**src/cdb_pkg.sv**
```systemverilog
// shared types and constants for the cdb hash table builder
`timescale 1ns / 1ps
`default_nettype none
package cdb_pkg;

    localparam int NUM_BKT = 256;
    localparam int DVD_W = 24;
    localparam logic [31:0] START_POS = 32'd2048;
    localparam logic [33:0] SLOT_BYTES = 34'd8;
    localparam logic [7:0] LAST_BKT = 8'd255;

    localparam logic [1:0] KIND_ADD = 2'd0;
    localparam logic [1:0] KIND_SLOT = 2'd1;
    localparam logic [1:0] KIND_HDR = 2'd2;

    localparam logic [1:0] ST_OK = 2'd0;
    localparam logic [1:0] ST_POS_OVF = 2'd1;
    localparam logic [1:0] ST_FULL = 2'd2;

    typedef enum logic {
        OP_ADD,
        OP_TAKE
    } t_op;

    typedef struct packed {
        t_op         op;
        logic [31:0] hash;
        logic [33:0] len_sum;
    } t_cmd;

    typedef enum logic [1:0] {
        PH_COLLECT,
        PH_SLOTS,
        PH_HEADERS
    } t_phase;

    typedef enum logic [4:0] {
        S_IDLE,
        S_ADD_INC,
        S_PFX_A,
        S_PFX_B,
        S_SORT_A,
        S_SORT_B,
        S_SORT_C,
        S_SEEK_A,
        S_SEEK_B,
        S_CLR,
        S_INS_A,
        S_INS_B,
        S_DIV,
        S_PRB_A,
        S_PRB_B,
        S_EMIT_A,
        S_EMIT_B,
        S_HDR_A,
        S_HDR_B
    } t_state;

endpackage
`default_nettype wire

```
**src/cdb_front.sv**
```systemverilog
// input side: classifies items into commands and queues them for the engine
`timescale 1ns / 1ps
`default_nettype none
module cdb_front
    import cdb_pkg::*;
(
    input  wire logic        i_clk,
    input  wire logic        i_rst_n,
    input  wire logic        i_valid,
    output logic             o_stall,
    input  wire logic        i_func,
    input  wire logic [31:0] i_key_hash,
    input  wire logic [31:0] i_key_length,
    input  wire logic [31:0] i_data_length,
    output logic             o_cmd_valid,
    output t_cmd             o_cmd,
    input  wire logic        i_cmd_pop
);

    localparam int DEPTH = 2;

    t_cmd       r_q [DEPTH];
    logic       r_wp, r_rp;
    logic [1:0] r_fill;
    logic       push;
    t_cmd       cmd_in;

    assign o_stall     = (r_fill == 2'(DEPTH));
    assign push        = i_valid && !o_stall;
    assign o_cmd_valid = (r_fill != 2'd0);
    assign o_cmd       = r_q[r_rp];

    always_comb begin
        cmd_in.op      = i_func ? OP_TAKE : OP_ADD;
        cmd_in.hash    = i_key_hash;
        cmd_in.len_sum = 34'(i_key_length) + 34'(i_data_length) + SLOT_BYTES;
    end

    always_ff @(posedge i_clk) begin
        if (!i_rst_n) begin
            r_wp   <= 1'b0;
            r_rp   <= 1'b0;
            r_fill <= 2'd0;
        end else begin
            if (push) r_wp <= r_wp + 1'b1;
            if (i_cmd_pop) r_rp <= r_rp + 1'b1;
            r_fill <= r_fill + 2'(push) - 2'(i_cmd_pop);
        end
    end

    always_ff @(posedge i_clk) begin
        if (push) r_q[r_wp] <= cmd_in;
    end

endmodule
`default_nettype wire

```
**config.mk**
```make
export PLATFORM = sky130hd
export DESIGN_NAME = cdb_front
export DESIGN_NICKNAME = d
export VERILOG_FILES = /design/src/cdb_pkg.sv /design/src/cdb_front.sv
export SDC_FILE = /design/constraint.sdc
export NUM_CORES = 1
export LEC_CHECK = 0
export BUFFER_PORTS_ARGS = -buffer_cell sky130_fd_sc_hd__buf_2
export CAP_MARGIN = 20
export CORE_ASPECT_RATIO = 0.75
export CORE_MARGIN = 5
export CORE_UTILIZATION = 30
export CTS_BUF_LIST = sky130_fd_sc_hd__clkbuf_4 sky130_fd_sc_hd__clkbuf_8
export CTS_CLUSTER_DIAMETER = 120
export DETAILED_ROUTE_END_ITERATION = 8
export GPL_TIMING_DRIVEN = 1
export PLACE_DENSITY_LB_ADDON = 0.1
export SLEW_MARGIN = 20
export SYNTH_ARGS = -nofsm -noshare
export SYNTH_HDL_FRONTEND = slang
export SYNTH_SLANG_ARGS = --single-unit
export TNS_END_PERCENT = 10
```
**constraint.sdc**
```tcl
create_clock -name i_clk -period 8.65 [get_ports i_clk]
set_input_delay 0.4325 -clock i_clk [delete_from_list [all_inputs] [get_ports i_clk]]
set_output_delay 0.4325 -clock i_clk [all_outputs]
set_load 0.01 [all_outputs]
```
==> results of run 1 <==
[layout make-up]
type | instances | area [sq um] | share of cell area, %
Sequential cell | 139 | 4130 | 47.2
Tap cell | 306 | 383 | 4.38
Clock inverter | 15 | 160 | 1.83
Multi-Input combinational cell | 343 | 2960 | 33.8
Clock buffer | 17 | 234 | 2.67
Inverter | 10 | 37.5 | 0.429
Timing Repair Buffer | 170 | 853 | 9.75
[per-stage QoR]
| step | hold WS (ns) | total power (W) | std cells | setup slack, ns |
|---|---|---|---|---|
| finish | 0.187 | 0.00194 | 1000 | 5.63 |
| floorplan | 0.531 | 0.00125 | 506 | 4.79 |
| global route | 0.130 | 0.00206 | 1000 | 5.47 |
| detailed placement | 0.562 | 0.00144 | 968 | 5.18 |
| CTS | 0.141 | 0.00198 | 1000 | 5.65 |
| global placement | 0.558 | 0.00144 | 968 | 5.25 |
[kinds of logic after synthesis]
kind of cell | share of synthesized area [%]
and+or+nand+nor | 5.50
AOI/OAI and AO/OA | 9.61
buffers and inverters | 1.31
adders and majority gates | 11.6
muxes | 10.7
DFF | 57.6
xor gates and xnor gates | 3.67
[state kept, by name, summed over array words and instances (netlist names), named ones only]
signal	count
r_wp	1
r_q	134
r_fill	2
r_rp	1
[worst register-to-register path: stages, from the launching register on]
cell and delay (ns):
dfxtp_1 0.35, nand2b_1 0.15, nand2_1 0.13, nor2_4 0.64, buf_4 0.66
[cells in the mapped netlist (2+ instances only)]
| master | number | area share [%] |
|---|---|---|
| xor2_1 | 14 | 1.7 |
| dfxtp_1 | 5 | 1.4 |
| o21a_1 | 7 | 0.73 |
| edfxtp_1 | 134 | 56 |
| o21ai_0 | 19 | 1.3 |
| and2_1 | 8 | 0.70 |
| nand2b_1 | 2 | 0.17 |
| a41oi_1 | 2 | 0.24 |
| a21oi_1 | 28 | 2.0 |
| buf_1 | 3 | 0.16 |
| ha_1 | 65 | 11 |
| nor2_1 | 14 | 0.73 |
| a21boi_0 | 3 | 0.31 |
| a31oi_1 | 4 | 0.35 |
| nand3_1 | 4 | 0.28 |
| inv_1 | 10 | 0.52 |
| clkbuf_1 | 8 | 0.42 |
| nor3_1 | 3 | 0.21 |
| or3_1 | 2 | 0.17 |
| xnor2_1 | 16 | 2.0 |
| and3_1 | 7 | 0.61 |
| nor3b_1 | 2 | 0.21 |
| a21o_1 | 19 | 2.0 |
| nor2b_1 | 6 | 0.52 |
| o221ai_1 | 2 | 0.24 |
| clkbuf_2 | 2 | 0.14 |
| nand2_1 | 21 | 1.1 |
| nand4_1 | 4 | 0.35 |
| mux2_2 | 67 | 11 |
| a211o_1 | 2 | 0.24 |
[metal layers]
metal / track usage, % / up-vias / wire length [um] / share of wire [%]
met4: 2.87 / 0 / 158 / 0.96
li1: - / 2308 / - / -
met5: 0 / - / 0 / 0
met3: 3.13 / 9 / 827 / 5.0
met1: 17.2 / 2229 / 8100 / 49
met2: 18.8 / 133 / 7340 / 45
[power by group]
group | switching [W] | internal (W)
Combinational | 0.000286 | 0.000215
Clock | 0.000261 | 0.000260
Sequential | 0.0000342 | 0.000881
[worst paths after layout]
kind	startpoint	endpoint	slack [ns]	depth (start not counted)
min reg2reg	r_rp	flop	0.58	2
max	i_key_length[2]	r_q[0][32]	5.63	10
max reg2reg	r_fill[0]	r_q[0][47]	6.34	4
min	i_key_hash[25]	r_q[1][59]	0.19	1
==> flow_metrics.py, run 1 <==
metrics = {
    "timing": {
        "setup_viol": 0,
        "layout_min_cycle_time_ns": 3.02,
        "period_share_pct": 34.9,
        "clock.fmax_mhz": 331,
        "grt_setup_unrepaired": "no",
        "setup-tns-final_ns": 0,
        "fin_skew_ns": 0.0141,
        "tightest_slew_ns": 1.04,
        "hold_violations": 0,
        "slew_viol_final": 0,
        "max-slew-margin-rel_pct": 30.9,
    },
    "place": {
        "gp_congestion": 0.815,
        "placed_cell_area_sq_um": 8360,
        "dp_hpwl_mm": 11.9,
        "portBuffers": 169,
    },
    "final_layout": {
        "fin_util_pct": 36.9,
        "antenna_cells": 0,
        "drive_gt1_share_pct": 40.1,
        "fin_area_sq_um": 8750,
        "n_fill_cell": 2316,
        "final_common_cell": "buf_2",
        "layout.nets": 848,
        "final_cell_mix": "169 x buf_2, 134 x edfxtp_1, 67 x mux2_2, 65 x ha_1, 28 x a21oi_1",
        "area_delta_synth_final_pct": 22.2,
    },
    "drt": {
        "drt_pre_antenna_iters": 4,
        "first_iter_violations": 241,
        "drt_wl_total_mm": 16.4,
        "num_vias": 4679,
        "ant_nets": 0,
        "viasPerCell": 4.68,
        "drc": 0,
        "wl_per_cell_um": 16.4,
    },
    "hold_path": {
        "hold_path_class": "in2reg",
    },
    "die": {
        "rows": 49,
        "die-area_sq_um": 27100,
        "coreArea_sq_um": 23700,
        "fp.dieW_um": 188,
        "initial_core_util_pct": 30.2,
        "die_h_um": 144,
        "io_pins": 170,
    },
    "logic_synthesis": {
        "ys.flop_type": "edfxtp_1",
        "ys_warn_count": 0,
        "ys_async_sr_fraction_pct": 0,
        "yosysSeqAreaShare_pct": 57.6,
        "postSynthCellCount": 506,
        "synth_area_sq_um": 7160,
        "synth.distinct_cells": 53,
        "ys_ff_latch": 139,
        "synth.avg_cell_area_sq_um": 14.2,
        "synth_edf_count": 134,
        "syn-num-nets": 673,
    },
    "critical_path": {
        "arrival_ns": 3.26,
        "critical_path.endpoint_type": "flop",
        "path_buf_inv": 1,
        "cp_top_family": "compound AO/OA/AOI/OAI gates",
        "critPathMaxStageDelay_ns": 0.51,
        "cp_slowest_cell": "a41oi_1",
        "path_cells": "buf_2, ha_1, ha_1, a21o_1, a21oi_1, o21ai_2, a41oi_1, o21ai_0, a41oi_1, mux2i_1",
        "start_kind": "primary input",
        "crit_fanout": 4,
        "cp.required_ns": 8.90,
        "worstSetupPathType": "in2reg",
    },
    "global_route": {
        "grt_util_all_layers_pct": 12.2,
        "grt_pass1_vias": 4812,
        "antenna_found_initial": 0,
        "grt_pass1_wl_mm": 25.8,
        "grt_max_degree": 68,
        "grt_overflow": 0,
    },
    "clock_network": {
        "ctsResizeCount": 0,
        "cts_sinks": 139,
        "cts_tree": "yes",
        "cts_setup_buffers": 0,
        "cts-root-buf": "clkbuf_8",
        "clock_latency_ns": 0.43,
        "cts_buffer_depth": 2,
        "clk_pin_slew_ns": 0.09,
        "numCtsBuffers": 17,
        "holdBufCountCts": 0,
        "cts-htree-levels": 4,
    },
    "pwr": {
        "leakage_nw": 3.61,
        "ir_worst_vdd_v": 0.0000890,
        "powerDensity_nw_per_um2": 221,
    },
    "run": {
        "max_cap_violations": 0,
    },
    "outcome": {
        "outcome": "finished clean",
    },
}
Note: power is estimated with default switching activity, not from simulation.
==> inputs of run 2 (changes only) <==
--- a/config.mk
+++ b/config.mk
@@ -5,6 +5,7 @@
 export SDC_FILE = /design/constraint.sdc
 export NUM_CORES = 1
 export LEC_CHECK = 0
+export ABC_AREA = 1
 export BUFFER_PORTS_ARGS = -buffer_cell sky130_fd_sc_hd__buf_2
 export CAP_MARGIN = 20
 export CORE_ASPECT_RATIO = 0.75
==> constraint.sdc (replaced) <==
create_clock -name i_clk -period 2.8 [get_ports i_clk]
set_input_delay 0.14 -clock i_clk [delete_from_list [all_inputs] [get_ports i_clk]]
set_output_delay 0.14 -clock i_clk [all_outputs]
set_load 0.01 [all_outputs]
==> flow_metrics.py, run 2 <==
metrics = {
    "logic_synthesis": {
        "yosys.area.top_type": "edfxtp_1",
        "ys_ff_latch": 139,
        "synthMuxAreaShare_pct": 9.62,
        "synth_top_family_by_area": "simple AND/OR/NAND/NOR gates",
        "synth_xor_area_share_pct": 1.79,
        "synthAdderAreaFrac_pct": 10.6,
        "ys.flop_type": "edfxtp_1",
        "synth_compound_area_share_pct": 2.01,
        "synth_area_sq_um": 7850,
        "yosysSeqAreaShare_pct": 52.6,
        "synthTopCellsByCount": "222 x nand2_1, 134 x edfxtp_1, 120 x inv_1, 67 x mux2_2, 65 x ha_1",
        "synth_edf_count": 134,
        "ys_async_sr_fraction_pct": 0,
        "syn-num-nets": 937,
        "yosysTopAreaCellShare_pct": 51.3,
        "postSynthCellCount": 770,
        "synthSimpleGateAreaFrac_pct": 17.0,
        "synth.distinct_cells": 27,
        "synth.avg_cell_area_sq_um": 10.2,
        "synth_most_common_cell": "nand2_1",
        "synth.area.top_cells": "edfxtp_1 51%, nand2_1 11%, ha_1 10%",
        "ys_warn_count": 0,
    },
    "critical_path": {
        "cp.required_ns": 2.98,
        "rr_worst_depth": 5,
        "rrSetupSlack_ns": 1.04,
        "critical_path.endpoint_type": "flop",
        "worstSetupPathType": "in2reg",
        "r2r-start": "r_fill[1]",
        "start_kind": "primary input",
        "crit_fanout": 4,
        "reg2reg_to": "r_q[1][25]",
        "arrival_ns": 2.43,
    },
    "drt": {
        "ant_nets": 0,
        "drc": 0,
        "first_iter_violations": 170,
        "num_vias": 5659,
        "drt_wl_total_mm": 18.9,
        "wl_per_cell_um": 14.0,
        "viasPerCell": 4.19,
        "drt_pre_antenna_iters": 5,
    },
    "final_layout": {
        "final_cell_mix": "222 x nand2_1, 169 x buf_2, 134 x edfxtp_1, 120 x inv_1, 67 x mux2_2",
        "n_fill_cell": 2658,
        "regMostFlops": "r_q",
        "largest_register_ffs": 134,
        "antenna_cells": 0,
        "drive_gt1_share_pct": 30.3,
        "area_delta_synth_final_pct": 27.1,
        "layout.nets": 1162,
        "largestRegisters": "r_q: 134 flops, r_fill: 2 flops",
        "final_common_cell": "nand2_1",
    },
    "pwr": {
        "ir_worst_vdd_v": 0.000280,
        "pwr-share-clk_pct": 28.7,
        "internal_power_w": 0.00419,
        "p_comb_share_pct": 25.9,
        "leakage_nw": 4.70,
        "p_sw_share_pct": 28.8,
        "powerDensity_nw_per_um2": 589,
        "power_switching_w": 0.00169,
        "seq_power_share_pct": 45.4,
        "p_total_w": 0.00588,
    },
    "hold_path": {
        "hold_path_end": "r_wp",
        "min-delay-start": "i_valid",
        "hold_path_class": "in2reg",
        "min_path_cells": 4,
    },
    "die": {
        "io_pins": 170,
        "die_h_um": 150,
        "initial_core_util_pct": 30.4,
        "coreArea_sq_um": 25800,
        "die-area_sq_um": 29500,
        "fp.dieW_um": 197,
        "rows": 51,
    },
    "timing": {
        "worst_slack_ns": 0.544,
        "setup-tns-final_ns": 0,
        "clock.fmax_mhz": 443,
        "layout_min_cycle_time_ns": 2.26,
        "grt_setup_unrepaired": "no",
        "fin_skew_ns": 0.00850,
        "setup_viol": 0,
        "tightest_slew_ns": 0.656,
        "hold_violations": 0,
        "slew_viol_final": 0,
        "max-slew-margin-rel_pct": 56.1,
        "period_share_pct": 80.6,
    },
    "clock_network": {
        "cts_sinks": 139,
        "cts-htree-levels": 4,
        "cts_setup_buffers": 0,
        "clock_latency_ns": 0.43,
        "clk_pin_slew_ns": 0.07,
        "numCtsBuffers": 17,
        "ctsResizeCount": 0,
        "cts_buffer_depth": 2,
        "cts_tree": "yes",
        "holdBufCountCts": 37,
        "cts-root-buf": "clkbuf_8",
    },
    "global_route": {
        "grt_overflow": 0,
        "grt_util_all_layers_pct": 12.9,
        "antenna_found_initial": 0,
        "grt_pass1_wl_mm": 29.8,
        "grt_pass1_vias": 5734,
        "grt_max_degree": 37,
    },
    "place": {
        "post-place-ws_ns": 0.511,
        "gp_congestion": 0.807,
        "portBuffers": 169,
        "dp_hpwl_mm": 14.8,
    },
    "outcome": {
        "outcome": "finished clean",
    },
    "run": {
        "max_cap_violations": 0,
    },
}
-- run 2: cell count changes after synthesis, moves of 16 or more --
| cell | change |
|---|---|
| nand3_1 | +19 |
| o21ai_0 | -16 |
| nand2_1 | +201 |
| nor2_1 | +28 |
| a21o_1 | -18 |
| inv_1 | +110 |
-- run 2: worst max-delay path by stage --
stage	from	endpoint	slack (ns)	cells after the start
after floorplan	r_fill[1]	r_q[0][0]	-1.06	3
after global placement	i_key_length[1]	r_q[0][21]	0.54	14
after detailed placement	i_key_length[1]	r_q[1][25]	0.51	12
after global routing	i_data_length[0]	r_q[1][21]	0.41	15
final	i_data_length[0]	r_q[1][29]	0.54	15
after CTS	i_data_length[0]	r_q[0][25]	0.55	13
-- run 2: critical path, stage by stage --
cell and delay (ns):
dlygate4sd3_1 0.53, buf_2 0.12, ha_1 0.18, ha_1 0.25, fa_1 0.45, nand3_1 0.11, nand3_1 0.10, nand2_1 0.09
nand2_2 0.08, nand2_2 0.07, nand2_2 0.06, nand2_1 0.07, nand2_1 0.05, nand2_1 0.06, nand2_1 0.06
-- run 2: stage by stage --
stage                     std cells  hold slack (ns)  utilization [%]  instance area (sq um)
after floorplan                 770            0.233                -                   7850
after global placement         1283            0.329             35.5                   9180
after detailed placement       1283            0.333             35.5                   9180
after CTS                      1351           0.0948             38.6                   9970
after global routing           1351            0.114             38.6                   9970
final                          1351            0.138             38.6                   9970
-- run 2: routing by layer --
metal | wire length [um] | vias to the layer above | global-route usage [%] | part of all wire [%]
met5 | 0 | - | 0 | 0
met2 | 7870 | 140 | 19.2 | 42
met4 | 241 | 0 | 3.92 | 1.3
met3 | 889 | 16 | 2.25 | 4.7
met1 | 9920 | 2506 | 19.3 | 52
li1 | - | 2997 | - | -
-- run 2: kinds of logic after synthesis --
group                      Yosys count
and+or+nand+nor                    321
DFF                                139
buffers and inverters              132
muxes                               67
adders and majority gates           66
AOI/OAI and AO/OA                   29
xor gates and xnor gates            16
-- run 2: layout make-up --
type                            count  area [sq um]  area share [%]
Sequential cell                   139          4130            41.4
Multi-Input combinational cell    499          3230            32.4
Timing Repair Buffer              213          1290            13.0
Inverter                          125           469            4.71
Tap cell                          344           430            4.32
Clock buffer                       18           241            2.42
Clock inverter                     13           176            1.77
-- run 2: power by group through the flow --
stage          combinational [W]  clock [W]  sequential [W]
3_3_place_gp             0.00152          0         0.00271
6_report                 0.00152    0.00169         0.00267
3_5_place_dp             0.00152          0         0.00271
2_1_floorplan           0.000938          0         0.00272
4_1_cts                  0.00157    0.00175         0.00267
5_1_grt                  0.00172    0.00185         0.00269
==> inputs of run 3 (changes only) <==
==> constraint.sdc (replaced) <==
create_clock -name i_clk -period 2 [get_ports i_clk]
set_input_delay 0.1 -clock i_clk [delete_from_list [all_inputs] [get_ports i_clk]]
set_output_delay 0.1 -clock i_clk [all_outputs]
set_load 0.01 [all_outputs]
==> flow_metrics.py, run 3 (synthesis gave the netlist of run 2 again) <==
metrics = {
    "timing": {
        "clock.fmax_mhz": 555,
        "worst_slack_ns": 0.199,
        "period_share_pct": 90.0,
        "max-slew-margin-rel_pct": 75.6,
        "slew_viol_final": 0,
        "hold_violations": 0,
        "grt_setup_unrepaired": "no",
        "holdWs_ns": 0.0510,
        "fin_skew_ns": 0.00703,
        "setup_viol": 0,
        "layout_min_cycle_time_ns": 1.80,
        "tightest_slew_ns": 0.365,
    },
    "run": {
        "max_cap_violations": 0,
    },
    "die": {
        "die-area_sq_um": 29500,
        "fp.dieW_um": 197,
        "io_pins": 170,
        "rows": 51,
        "die_h_um": 150,
        "coreArea_sq_um": 25800,
        "initial_core_util_pct": 30.4,
    },
    "drt": {
        "drt_pre_antenna_iters": 4,
        "ant_nets": 0,
        "drt_wl_total_mm": 19.1,
        "num_vias": 5740,
        "drc": 0,
        "first_iter_violations": 185,
        "viasPerCell": 4.13,
        "wl_per_cell_um": 13.8,
    },
    "clock_network": {
        "cts_sinks": 139,
        "cts-htree-levels": 4,
        "cts_buffer_depth": 2,
        "cts_tree": "yes",
        "cts_setup_buffers": 0,
        "numCtsBuffers": 17,
        "clock_latency_ns": 0.43,
        "cts-root-buf": "clkbuf_8",
        "clk_pin_slew_ns": 0.08,
    },
    "pwr": {
        "powerDensity_nw_per_um2": 804,
        "seq_power_share_pct": 45.1,
        "internal_power_w": 0.00580,
        "leakage_nw": 4.89,
        "pwr-share-clk_pct": 26.8,
        "power_switching_w": 0.00247,
        "p_sw_share_pct": 29.8,
        "p_comb_share_pct": 28.1,
        "ir_worst_vdd_v": 0.000396,
    },
    "critical_path": {
        "crit_fanout": 24,
        "cp.required_ns": 1.90,
        "arrival_ns": 1.70,
        "start_kind": "flop",
        "critical_path.endpoint_type": "primary output",
        "worstSetupPathType": "reg2out",
    },
    "global_route": {
        "grt_util_all_layers_pct": 13.1,
        "antenna_found_initial": 0,
        "grt_pass1_vias": 5854,
        "grt_pass1_wl_mm": 30.3,
        "grt_overflow": 0,
        "grt_max_degree": 44,
    },
    "place": {
        "portBuffers": 169,
        "gp_congestion": 0.806,
        "dp_hpwl_mm": 14.8,
        "placed_cell_area_sq_um": 9520,
        "post-place-ws_ns": -0.152,
    },
    "final_layout": {
        "fin_area_sq_um": 10300,
        "largest_register_ffs": 134,
        "final_common_cell": "nand2_1",
        "largestRegisters": "r_q: 134 flops, r_fill: 2 flops",
        "area_delta_synth_final_pct": 31.0,
        "antenna_cells": 0,
        "regMostFlops": "r_q",
        "final_cell_mix": "222 x nand2_1, 169 x buf_2, 134 x edfxtp_1, 120 x inv_1, 67 x mux2_2",
        "layout.nets": 1201,
        "drive_gt1_share_pct": 33.3,
        "fin_util_pct": 39.8,
    },
    "hold_path": {
        "hold_path_class": "in2reg",
    },
    "outcome": {
        "outcome": "finished clean",
    },
}
==> run 3: cell types whose count changed in the layout (fill, tap and decap cells not counted), moves of 2 or more <==
cell / delta
clkinv_1: -2
buf_12: +3
bufinv_16: -2
clkinv_4: +3
buf_4: +37
==> run 3: power groups by stage <==
stage / combinational, W / sequential, W / clock, W
2_1_floorplan: 0.00132 / 0.00379 / 0
3_3_place_gp: 0.00232 / 0.00380 / 0
3_5_place_dp: 0.00231 / 0.00380 / 0
4_1_cts: 0.00239 / 0.00374 / 0.00231
5_1_grt: 0.00261 / 0.00377 / 0.00245
6_report: 0.00232 / 0.00373 / 0.00222
==> run 3: area by class of cell <==
type / count / area [sq um]
Clock inverter: 13 / 146
Inverter: 125 / 469
Sequential cell: 139 / 4130
Clock buffer: 19 / 249
Tap cell: 344 / 430
Timing Repair Buffer: 252 / 1620
Multi-Input combinational cell: 499 / 3240
Fill cell: 2623 / 15600
==> run 3: stage by stage <==
stage / std cells / setup TNS (ns) / total power [W]
2_1_floorplan: 770 / 0 / 0.00511
3_3_place_gp: 1323 / -2.33 / 0.00611
3_5_place_dp: 1323 / -2.73 / 0.00611
4_1_cts: 1391 / 0 / 0.00843
5_1_grt: 1391 / 0 / 0.00883
6_report: 1391 / 0 / 0.00827
==> run 3: timing repair <==
action | in CTS | in global routing
endpoints found under the hold margin | 73 | 0
setup endpoints to repair | 0 | 0
gates resized for setup | 0 | 0
hold buffers | 36 | 0
==> run 3: worst paths after layout <==
path / from / end / slack [ns] / cells past startpoint
worst min register to register: r_rp / r_rp / 0.51 / 2
worst min-delay path: i_valid / r_wp / 0.05 / 3
worst max-delay path: flop / o_cmd[17] / 0.20 / 3
worst max register to register: r_fill[1] / r_fill[1] / 0.37 / 8
==> run 3: routing by layer <==
metal | vias to the layer above | part of all wire [%] | global-route usage, %
li1 | 3068 | - | -
met4 | 0 | 1.1 | 3.85
met3 | 14 | 4.9 | 2.14
met5 | - | 0 | 0
met1 | 2532 | 52 | 19.4
met2 | 126 | 42 | 19.9
==> run 3: critical path: stages (launching register included) <==
cell     delay, ns
dfxtp_2       0.36
buf_4         0.35
mux2_2        0.41
buf_2         0.15
